<file path="src/sv/esud_pkg.sv">
// shared constants, types and the month offset table of the epoch date converter
// no dependencies
package esud_pkg;

	localparam int NUM_STAGES = 17;

	// seconds per day is 675 << 7, hour is 225 << 4, minute is 15 << 2
	localparam logic [9:0]  DAY_DIV   = 10'd675;
	localparam logic [15:0] DAY_RCP   = 16'd49710;  // floor(2^25 / 675)
	localparam logic [7:0]  HR_DIV    = 8'd225;
	localparam logic [5:0]  HR_RCP    = 6'd36;      // floor(2^13 / 225)
	localparam logic [3:0]  MIN_DIV   = 4'd15;
	localparam logic [6:0]  MIN_RCP   = 7'd68;      // floor(2^10 / 15)

	// era / day-of-era constants
	localparam logic [15:0] ERA5_DAY  = 16'd11017;  // 5*146097 - 719468
	localparam logic [17:0] DOE_OFS4  = 18'd135080; // 719468 - 4*146097
	localparam logic [17:0] DOE_CENT1 = 18'd36524;
	localparam logic [17:0] DOE_CENT2 = 18'd73048;
	localparam logic [17:0] DOE_CENT3 = 18'd109572;
	localparam logic [8:0]  YEAR_DAYS = 9'd365;
	localparam logic [7:0]  QUAD_RCP  = 8'd179;     // floor(2^16 / 365)
	localparam logic [9:0]  YOE_RCP   = 10'd718;    // floor(2^18 / 365)
	localparam logic [8:0]  YOE_C1    = 9'd100;
	localparam logic [8:0]  YOE_C2    = 9'd200;
	localparam logic [8:0]  YOE_C3    = 9'd300;
	localparam logic [11:0] YEAR_ERA4 = 12'd1600;
	localparam logic [11:0] YEAR_ERA5 = 12'd2000;

	// month index counted from march
	localparam logic [7:0]  MP_DIV    = 8'd153;
	localparam logic [3:0]  MP_RCP    = 4'd13;      // floor(2^11 / 153)
	localparam logic [3:0]  MP_JAN    = 4'd10;

	typedef struct packed {
		logic [4:0] hour;
		logic [5:0] minute;
		logic [5:0] second;
	} hms_t;

	// first day-of-year of each march-based month, (153*mp + 2) / 5
	function automatic logic [8:0] month_start(input logic [3:0] mp);
		logic [8:0] r;
		unique case (mp)
			4'd0:    r = 9'd0;
			4'd1:    r = 9'd31;
			4'd2:    r = 9'd61;
			4'd3:    r = 9'd92;
			4'd4:    r = 9'd122;
			4'd5:    r = 9'd153;
			4'd6:    r = 9'd184;
			4'd7:    r = 9'd214;
			4'd8:    r = 9'd245;
			4'd9:    r = 9'd275;
			4'd10:   r = 9'd306;
			4'd11:   r = 9'd337;
			default: r = 9'd0;
		endcase
		return r;
	endfunction

endpackage

</file>
<file path="src/sv/epoch_seconds_to_utc_date_unit.sv">
// epoch seconds to utc civil date and time, fully pipelined
// depends on esud_pkg
//
//  channel | signals                          | moves
//  --------+----------------------------------+------------------------------------
//  in      | in_valid in_ready epoch_seconds  | one request: 32-bit unix seconds
//  out     | out_valid out_ready year month   | one result per request
//          | day hour minute second           |
//
// one request per cycle sustained while out_ready is high, 17 register stages:
// an accepted request moves through s1 to s17 in turn, and s17 drives out_valid
// the depth comes from the chained reciprocal multiply / remainder fix-up steps
// (day split, day-of-era to year, year to march-based month)
// reset clears only the stage valid bits; payload registers are not reset
// each stage has its own load enable: a stalled output holds its result while
// earlier empty stages keep filling, so in_ready stays high until all are full
module epoch_seconds_to_utc_date_unit import esud_pkg::*; (
	input  logic        clk,
	input  logic        arst_n,
	input  logic        in_valid,
	output logic        in_ready,
	input  logic [31:0] epoch_seconds,
	output logic        out_valid,
	input  logic        out_ready,
	output logic [11:0] year,
	output logic [3:0]  month,
	output logic [4:0]  day,
	output logic [4:0]  hour,
	output logic [5:0]  minute,
	output logic [5:0]  second
);

	// stage valid bits and per-stage load enables
	logic [NUM_STAGES:1] vld_q;
	logic [NUM_STAGES:1] en;
	logic [NUM_STAGES:1] vld_nxt;

	// a stage loads when it or any later stage is empty, or the output is taken
	for (genvar g = 1; g <= NUM_STAGES; g++) begin : g_en
		assign en[g] = out_ready | ~(&vld_q[NUM_STAGES:g]);
	end

	assign vld_nxt  = {vld_q[NUM_STAGES-1:1], in_valid};
	assign in_ready = en[1];

	always_ff @(posedge clk or negedge arst_n) begin
		if (!arst_n) begin
			vld_q <= '0;
		end else begin
			for (int i = 1; i <= NUM_STAGES; i++) begin
				if (en[i]) begin
					vld_q[i] <= vld_nxt[i];
				end
			end
		end
	end

	// ---------------------------------------------------------------------
	// pipeline registers
	// ---------------------------------------------------------------------
	// s1..s3: split into day number and second of day
	logic [24:0] t7_s1;
	logic [6:0]  tlo_s1, tlo_s2;
	logic [15:0] qd_s1, qd_s2;
	logic [10:0] rd_s2;
	logic [15:0] dn_s3;
	logic [16:0] sod_s3, sod_s4;

	// time-of-day track
	logic [4:0]  qh_s4, qh_s5;
	logic [8:0]  rh_s5;
	logic [3:0]  slo_s5;
	logic [4:0]  hh_s6, hh_s7, hh_s8;
	logic [11:0] mx_s6, mx_s7;
	logic [5:0]  qm_s7, qm_s8;
	logic [4:0]  rm_s8;
	logic [1:0]  xlo_s8;
	hms_t        hms_s9, hms_s10, hms_s11, hms_s12, hms_s13, hms_s14, hms_s15, hms_s16;
	hms_t        hms_s17;

	// date track
	logic        era5_s4, era5_s5, era5_s6, era5_s7, era5_s8, era5_s9, era5_s10, era5_s11;
	logic [17:0] doe_s4, doe_s5, doe_s6, doe_s7, doe_s8, doe_s9, doe_s10, doe_s11;
	logic [1:0]  ccent_s5, ccent_s6;
	logic [7:0]  qq_s5, qq_s6;
	logic [9:0]  rq_s6;
	logic [17:0] n_s7, n_s8;
	logic [8:0]  qy_s8, qy_s9;
	logic [9:0]  ry_s9;
	logic [8:0]  yoe_s10, yoe_s11;
	logic [17:0] m_s11;
	logic [8:0]  doy_s12, doy_s13, doy_s14, doy_s15, doy_s16;
	logic [11:0] yr_s12, yr_s13, yr_s14, yr_s15, yr_s16;
	logic [10:0] v_s13, v_s14;
	logic [3:0]  qmp_s14, qmp_s15;
	logic [8:0]  rmp_s15;
	logic [3:0]  mp_s16;
	logic [4:0]  day_s17;
	logic [3:0]  mon_s17;
	logic [11:0] yr_s17;

	// ---------------------------------------------------------------------
	// combinational work of each stage
	// ---------------------------------------------------------------------
	// s1: day estimate from seconds >> 7 times reciprocal of 675
	logic [40:0] day_prod;
	assign day_prod = 41'(epoch_seconds[31:7]) * 41'(DAY_RCP);

	// s2: raw remainder, below twice the divisor
	logic [24:0] rd_full;
	assign rd_full = t7_s1 - 25'(qd_s1) * 25'(DAY_DIV);

	// s3: one correction step
	logic        day_fix;
	logic [10:0] rd_adj;
	assign day_fix = (rd_s2 >= 11'(DAY_DIV));
	assign rd_adj  = day_fix ? (rd_s2 - 11'(DAY_DIV)) : rd_s2;

	// s4: era is 4 or 5 over the whole input range; hour estimate
	logic        era5_c;
	logic [17:0] doe_c;
	logic [17:0] hr_prod;
	assign era5_c  = (dn_s3 >= ERA5_DAY);
	assign doe_c   = era5_c ? (18'(dn_s3) - 18'(ERA5_DAY)) : (18'(dn_s3) + DOE_OFS4);
	assign hr_prod = 18'(sod_s3[16:4]) * 18'(HR_RCP);

	// s5: hour raw remainder; doe / 1460 estimate; centuries within the era
	logic [12:0] rh_full;
	logic [23:0] qq_prod;
	logic [1:0]  ccent_c;
	assign rh_full = sod_s4[16:4] - 13'(qh_s4) * 13'(HR_DIV);
	assign qq_prod = 24'(doe_s4[17:2]) * 24'(QUAD_RCP);
	// the last-day-of-era term cancels the fourth century step
	assign ccent_c = 2'(doe_s4 >= DOE_CENT1) + 2'(doe_s4 >= DOE_CENT2)
		+ 2'(doe_s4 >= DOE_CENT3);

	// s6: hour fix-up; quad-year raw remainder
	logic       hr_fix;
	logic [8:0] rh_adj;
	logic [15:0] rq_full;
	assign hr_fix  = (rh_s5 >= 9'(HR_DIV));
	assign rh_adj  = hr_fix ? (rh_s5 - 9'(HR_DIV)) : rh_s5;
	assign rq_full = doe_s5[17:2] - 16'(qq_s5) * 16'(YEAR_DAYS);

	// s7: leap-adjusted day count; minute estimate
	logic [17:0] n_c;
	logic [15:0] mn_prod;
	assign n_c = doe_s6 - 18'(qq_s6) - 18'(rq_s6 >= 10'(YEAR_DAYS)) + 18'(ccent_s6);
	assign mn_prod = 16'(mx_s6[11:2]) * 16'(MIN_RCP);

	// s8: year-of-era estimate; minute raw remainder
	logic [26:0] yr_prod;
	logic [9:0]  rm_full;
	assign yr_prod = 27'(n_s7) * 27'(YOE_RCP);
	assign rm_full = mx_s7[11:2] - 10'(qm_s7) * 10'(MIN_DIV);

	// s9: year raw remainder; minute and second fix-up
	logic [17:0] ry_full;
	logic        min_fix;
	logic [4:0]  rm_adj;
	assign ry_full = n_s8 - 18'(qy_s8) * 18'(YEAR_DAYS);
	assign min_fix = (rm_s8 >= 5'(MIN_DIV));
	assign rm_adj  = min_fix ? (rm_s8 - 5'(MIN_DIV)) : rm_s8;

	// s11: first day of the year within the era
	logic [1:0] c100;
	assign c100 = 2'(yoe_s10 >= YOE_C1) + 2'(yoe_s10 >= YOE_C2) + 2'(yoe_s10 >= YOE_C3);

	// s12: day of the march-based year
	logic [17:0] doy_full;
	assign doy_full = doe_s11 - m_s11;

	// s14: march-based month estimate
	logic [14:0] mp_prod;
	assign mp_prod = 15'(v_s13) * 15'(MP_RCP);

	// s15: month raw remainder
	logic [10:0] rmp_full;
	assign rmp_full = v_s14 - 11'(qmp_s14) * 11'(MP_DIV);

	// s17: calendar month and day
	logic       jan_feb;
	logic [8:0] dd_full;
	assign jan_feb = (mp_s16 >= MP_JAN);
	assign dd_full = doy_s16 - month_start(mp_s16) + 9'd1;

	// ---------------------------------------------------------------------
	// payload registers, no reset
	// ---------------------------------------------------------------------
	always_ff @(posedge clk) begin
		if (en[1]) begin
			t7_s1  <= epoch_seconds[31:7];
			tlo_s1 <= epoch_seconds[6:0];
			qd_s1  <= day_prod[40:25];
		end
		if (en[2]) begin
			rd_s2  <= rd_full[10:0];
			qd_s2  <= qd_s1;
			tlo_s2 <= tlo_s1;
		end
		if (en[3]) begin
			dn_s3  <= qd_s2 + 16'(day_fix);
			sod_s3 <= {rd_adj[9:0], tlo_s2};
		end
		if (en[4]) begin
			era5_s4 <= era5_c;
			doe_s4  <= doe_c;
			sod_s4  <= sod_s3;
			qh_s4   <= hr_prod[17:13];
		end
		if (en[5]) begin
			era5_s5  <= era5_s4;
			doe_s5   <= doe_s4;
			ccent_s5 <= ccent_c;
			qq_s5    <= qq_prod[23:16];
			rh_s5    <= rh_full[8:0];
			qh_s5    <= qh_s4;
			slo_s5   <= sod_s4[3:0];
		end
		if (en[6]) begin
			hh_s6    <= qh_s5 + 5'(hr_fix);
			mx_s6    <= {rh_adj[7:0], slo_s5};
			era5_s6  <= era5_s5;
			doe_s6   <= doe_s5;
			ccent_s6 <= ccent_s5;
			qq_s6    <= qq_s5;
			rq_s6    <= rq_full[9:0];
		end
		if (en[7]) begin
			n_s7    <= n_c;
			era5_s7 <= era5_s6;
			doe_s7  <= doe_s6;
			hh_s7   <= hh_s6;
			mx_s7   <= mx_s6;
			qm_s7   <= mn_prod[15:10];
		end
		if (en[8]) begin
			qy_s8   <= yr_prod[26:18];
			n_s8    <= n_s7;
			era5_s8 <= era5_s7;
			doe_s8  <= doe_s7;
			hh_s8   <= hh_s7;
			qm_s8   <= qm_s7;
			rm_s8   <= rm_full[4:0];
			xlo_s8  <= mx_s7[1:0];
		end
		if (en[9]) begin
			ry_s9          <= ry_full[9:0];
			qy_s9          <= qy_s8;
			era5_s9        <= era5_s8;
			doe_s9         <= doe_s8;
			hms_s9.hour    <= hh_s8;
			hms_s9.minute  <= qm_s8 + 6'(min_fix);
			hms_s9.second  <= {rm_adj[3:0], xlo_s8};
		end
		if (en[10]) begin
			yoe_s10  <= qy_s9 + 9'(ry_s9 >= 10'(YEAR_DAYS));
			era5_s10 <= era5_s9;
			doe_s10  <= doe_s9;
			hms_s10  <= hms_s9;
		end
		if (en[11]) begin
			m_s11    <= 18'(yoe_s10) * 18'(YEAR_DAYS) + 18'(yoe_s10[8:2]) - 18'(c100);
			yoe_s11  <= yoe_s10;
			era5_s11 <= era5_s10;
			doe_s11  <= doe_s10;
			hms_s11  <= hms_s10;
		end
		if (en[12]) begin
			doy_s12 <= doy_full[8:0];
			yr_s12  <= 12'(yoe_s11) + (era5_s11 ? YEAR_ERA5 : YEAR_ERA4);
			hms_s12 <= hms_s11;
		end
		if (en[13]) begin
			// 5 * doy + 2
			v_s13   <= {doy_s12, 2'b00} + 11'(doy_s12) + 11'd2;
			doy_s13 <= doy_s12;
			yr_s13  <= yr_s12;
			hms_s13 <= hms_s12;
		end
		if (en[14]) begin
			qmp_s14 <= mp_prod[14:11];
			v_s14   <= v_s13;
			doy_s14 <= doy_s13;
			yr_s14  <= yr_s13;
			hms_s14 <= hms_s13;
		end
		if (en[15]) begin
			rmp_s15 <= rmp_full[8:0];
			qmp_s15 <= qmp_s14;
			doy_s15 <= doy_s14;
			yr_s15  <= yr_s14;
			hms_s15 <= hms_s14;
		end
		if (en[16]) begin
			mp_s16  <= qmp_s15 + 4'(rmp_s15 >= 9'(MP_DIV));
			doy_s16 <= doy_s15;
			yr_s16  <= yr_s15;
			hms_s16 <= hms_s15;
		end
		if (en[17]) begin
			day_s17 <= dd_full[4:0];
			// january and february belong to the following year
			mon_s17 <= jan_feb ? (mp_s16 - 4'd9) : (mp_s16 + 4'd3);
			yr_s17  <= yr_s16 + 12'(jan_feb);
			hms_s17 <= hms_s16;
		end
	end

	// ---------------------------------------------------------------------
	// outputs
	// ---------------------------------------------------------------------
	assign out_valid = vld_q[NUM_STAGES];
	assign year      = yr_s17;
	assign month     = mon_s17;
	assign day       = day_s17;
	assign hour      = hms_s17.hour;
	assign minute    = hms_s17.minute;
	assign second    = hms_s17.second;

endmodule

</file>
<file path="config.mk">
export PLATFORM = sky130hd
export DESIGN_NAME = epoch_seconds_to_utc_date_unit
export DESIGN_NICKNAME = d
export VERILOG_FILES = /design/src/sv/esud_pkg.sv /design/src/sv/epoch_seconds_to_utc_date_unit.sv
export SDC_FILE = /design/constraint.sdc
export NUM_CORES = 2
export LEC_CHECK = 0
export BUFFER_PORTS_ARGS = -buffer_cell sky130_fd_sc_hd__buf_2
export CORE_ASPECT_RATIO = 1.1
export CORE_MARGIN = 2
export CORE_UTILIZATION = 58
export DETAILED_ROUTE_END_ITERATION = 10
export PLACE_DENSITY = 0.81
export REMOVE_ABC_BUFFERS = 1
export SYNTH_ARGS = -nofsm -noshare
export SYNTH_HDL_FRONTEND = slang
export SYNTH_SLANG_ARGS = --single-unit
</file>
<file path="constraint.sdc">
create_clock -name clk -period 6.9 [get_ports clk]
set_input_delay 0 -clock clk [delete_from_list [all_inputs] [get_ports clk]]
set_output_delay 0 -clock clk [all_outputs]
set_load 0.02 [all_outputs]
</file>
==> qor.yml <==
die:
  core_um2: 77110
  die_w_um: 269.3
  ioPinCount: 76
  num_rows: 107
  die_area_um2: 79650
  start_util: 0.5822
  dieHeight_um: 295.8
synth:
  ys_types: 70
  netlist_area_um2: 44900
  yosys.area_share.simple: 0.04191
  synthArstFlopShare: 0.02316
  synth_compound_area_frac: 0.04849
  avgSynthCellArea_um2: 13.31
  synth_warnings: 0
  syn_inst: 3374
  synth_edf_count: 712
  seq_area_frac_synth: 0.4879
  synth_fa_ha_area_frac: 0.3071
  synthMuxAreaShare: 0.002146
  synth_xor_area_frac: 0.05111
  synth_ff_type: "edfxtp_1"
  synth_top_family_by_area: "adder cells"
  ys_seq_elements: 734
placement:
  place_ws_ns: 1.229
  placed_area_um2: 46640
  numPortBuffers: 75
  globalplace.congestion: 0.8611
  dp_hpwl_um: 54940
critical_path:
  critPathArrivalTime_ns: 5.90
  required_ns: 7.27
  rrSetupSlack_ns: 2.03
  slowest_stage: "dlygate4sd3_1"
  crit_chain: "dlygate4sd3_1 -> buf_2 -> ha_1 -> ha_1 -> inv_1 -> fa_1 -> inv_1 -> fa_1 -> fa_1 -> inv_1 -> fa_1 -> inv_1 -> ha_1 -> nand4_1 -> nor4_1 -> nand2_1 -> o211a_1 -> a21oi_1 -> a41o_1 -> a31oi_1 -> xnor2_1"
  crit_type: "primary input to flop"
  path_max_fanout: 8
  slowest_delay_ns: 0.56
  start_kind: "primary input"
  r2r_cells: 16
  crit_path_end_kind: "flop"
timing:
  rsz0062_at_grt: "false"
  whs_ns: 0.07507
  worst_pin_slew_ns: 1.123
  fmax_mhz: 180.8
  setup_ws_ns: 1.368
  fin_crit_sh: 0.8018
  finalCriticalPeriod_ns: 5.532
  setup_viol: 0
  maxSlewViolCount: 0
  max_slew_margin: 0.2487
  fin_skew_ns: 0.03839
  hold_viol: 0
finish:
  area_growth_pct: 9.765
  multi_input_area_um2: 20260
  final_area_um2: 49280
  seqCellArea_um2: 21910
  diodes: 0
  nets: 4522
  drive_above_1_share: 0.06478
  n_fill_cell: 5526
grt:
  grt_pass1_wl_um: 122600
  antenna_found_initial: 0
  grt.total_usage: 0.1895
  grt_overflow: 0
  grt_pass1_vias: 25770
  grt_max_degree: 50
cts:
  numCtsBuffers: 74
  cts_setup_buffers: 0
  cts.reportedPaths.clkPinSlew_ns: 0.06
  numClockSinks: 734
  cts.htree.levels: 3
  cts_root_buf: "clkbuf_16"
  clockBufferDepth: 3
  cts_resized: 0
  clock_latency_ns: 0.64
  cts_tree: "built"
drt:
  wl_per_cell_um: 15.66
  antenna_left: 0
  drt_iter0_drc: 989
  vias_per_cell: 5.182
  totalWireLength_um: 72770
  drc_errors: 0
  vias: 24080
  drt_pass1_iterations: 5
worst_hold_path:
  hold_path_class: "primary input to flop"
  hold_depth: 5
run_status:
  outcome: "complete, no violations"
run:
  maxCapViolations: 0
==> per-layer routing <==
metal  global-route usage  up-vias  share of wire
met4              0.06531        0          0.027
met1               0.2139    11850           0.39
met3              0.02364      114          0.028
met5                    0        -              0
li1                     -    11790              -
met2               0.3680      326           0.55
==> flip-flops by register name, indices dropped and copies added (netlist names), 17 cells and up, named ones only <==
name,cells
hms_s11,17
doe_s4,18
hms_s15,17
hms_s12,17
hms_s10,17
doe_s6,18
hms_s14,17
sod_s3,17
hms_s13,17
hms_s9,17
n_s7,18
doe_s5,18
vld_q,17
hms_s16,17
==> path summary, 6_finish.rpt <==
path / end / startpoint
worst max-delay path: qd_s1[15]$_DFFE_PP_ / epoch_seconds[9]
worst min-delay path: vld_q[12]$_DFFE_PN0P_ / out_ready
worst max register to register: qq_s5[6]$_DFFE_PP_ / doe_s4[6]$_DFFE_PP_
worst min register to register: yr_s16[0]$_DFFE_PN_ / yr_s15[0]$_DFFE_PP_
max in group asynchronous: vld_q[4]$_DFFE_PN0P_ / arst_n
min in group asynchronous: vld_q[17]$_DFFE_PN0P_ / arst_n
==> cells in the final DEF (no fill, tap or decap), types with 14 or more instances in the layout <==
cell and instances:
a21o_1 50, ha_1 654, xor2_1 61, buf_2 75, nand2b_1 34, nor2b_1 23, clkbuf_16 75, nand2_1 77
inv_1 719, clkinv_2 16, nor2_1 85, nand4_1 20, fa_1 280, a21oi_1 109, dlygate4sd3_1 21, and3_1 14
o21ai_0 60, nor3_1 30, edfxtp_1 712, dfrtp_1 17, clkinv_1 17, o21a_1 21, o21bai_1 19, xnor2_1 201
nand3_1 37
==> per-stage QoR <==
| stage | TNS [ns] | cells | util |
|---|---|---|---|
| after floorplan | -52.42 | 3367 | - |
| after CTS | 0 | 4647 | 0.6391 |
| after detailed placement | 0 | 4490 | 0.6049 |
| after global routing | 0 | 4647 | 0.6391 |
| after global placement | 0 | 4490 | 0.6049 |
| final | 0 | 4647 | 0.6391 |
==> logic make-up after synthesis <==
kind of cell,Yosys count
multiplexers,9
flip-flops,734
buffers and inverters,729
adder cells (fa/ha/maj),934
AO/OA/AOI/OAI,336
AND/OR/NAND/NOR,370
XOR/XNOR,262
==> final cells by class <==
class | instances | share of cell area
Tap cell | 1035 | 0.02628
Sequential cell | 734 | 0.4445
Inverter | 722 | 0.05499
Timing Repair Buffer | 109 | 0.01386
Multi-Input combinational cell | 1911 | 0.4111
Clock buffer | 89 | 0.03956
Clock inverter | 47 | 0.009673
==> worst max-delay path: cells and delay by family <==
kind	cells	cell delay (ns)
adder cells (fa/ha/maj)	7	2.96
AO/OA/AOI/OAI	4	1.05
buffers and inverters	6	0.98
AND/OR/NAND/NOR	3	0.77
XOR/XNOR	1	0.14
==> timing repair <==
action                     4_1_cts  5_1_grt
hold endpoints to repair        36        0
hold buffers                    21        0
setup endpoints to repair        0        0
==> cells in the mapped netlist (all sizes together), types with 5 or more instances <==
cell	count	share of area
o31a	6	0.0012
a21o	50	0.0084
or3	5	0.00070
o21ai	64	0.0071
nand2b	34	0.0047
nor2	85	0.0071
buf	5	0.00075
xnor2	201	0.039
xor2	61	0.012
o21bai	19	0.0032
a21boi	5	0.00084
mux2	5	0.0013
dfrtp	17	0.0095
or2	8	0.0011
o211ai	5	0.00084
ha	654	0.18
fa	280	0.12
a211oi	8	0.0014
nand3	41	0.0047
a31oi	11	0.0015
nand2	80	0.0067
edfxtp	712	0.48
o31ai	6	0.0013
nand4	20	0.0028
dfxtp	5	0.0022
nor4	5	0.00084
and3	14	0.0020
nor3	31	0.0036
and2	5	0.00070
inv	722	0.060
a21oi	110	0.012
o21a	21	0.0035
nor2b	23	0.0032
Power is left out: the tool's default activity adds up to more than one toggle a clock period on the data nets, which glitch-free logic cannot reach.
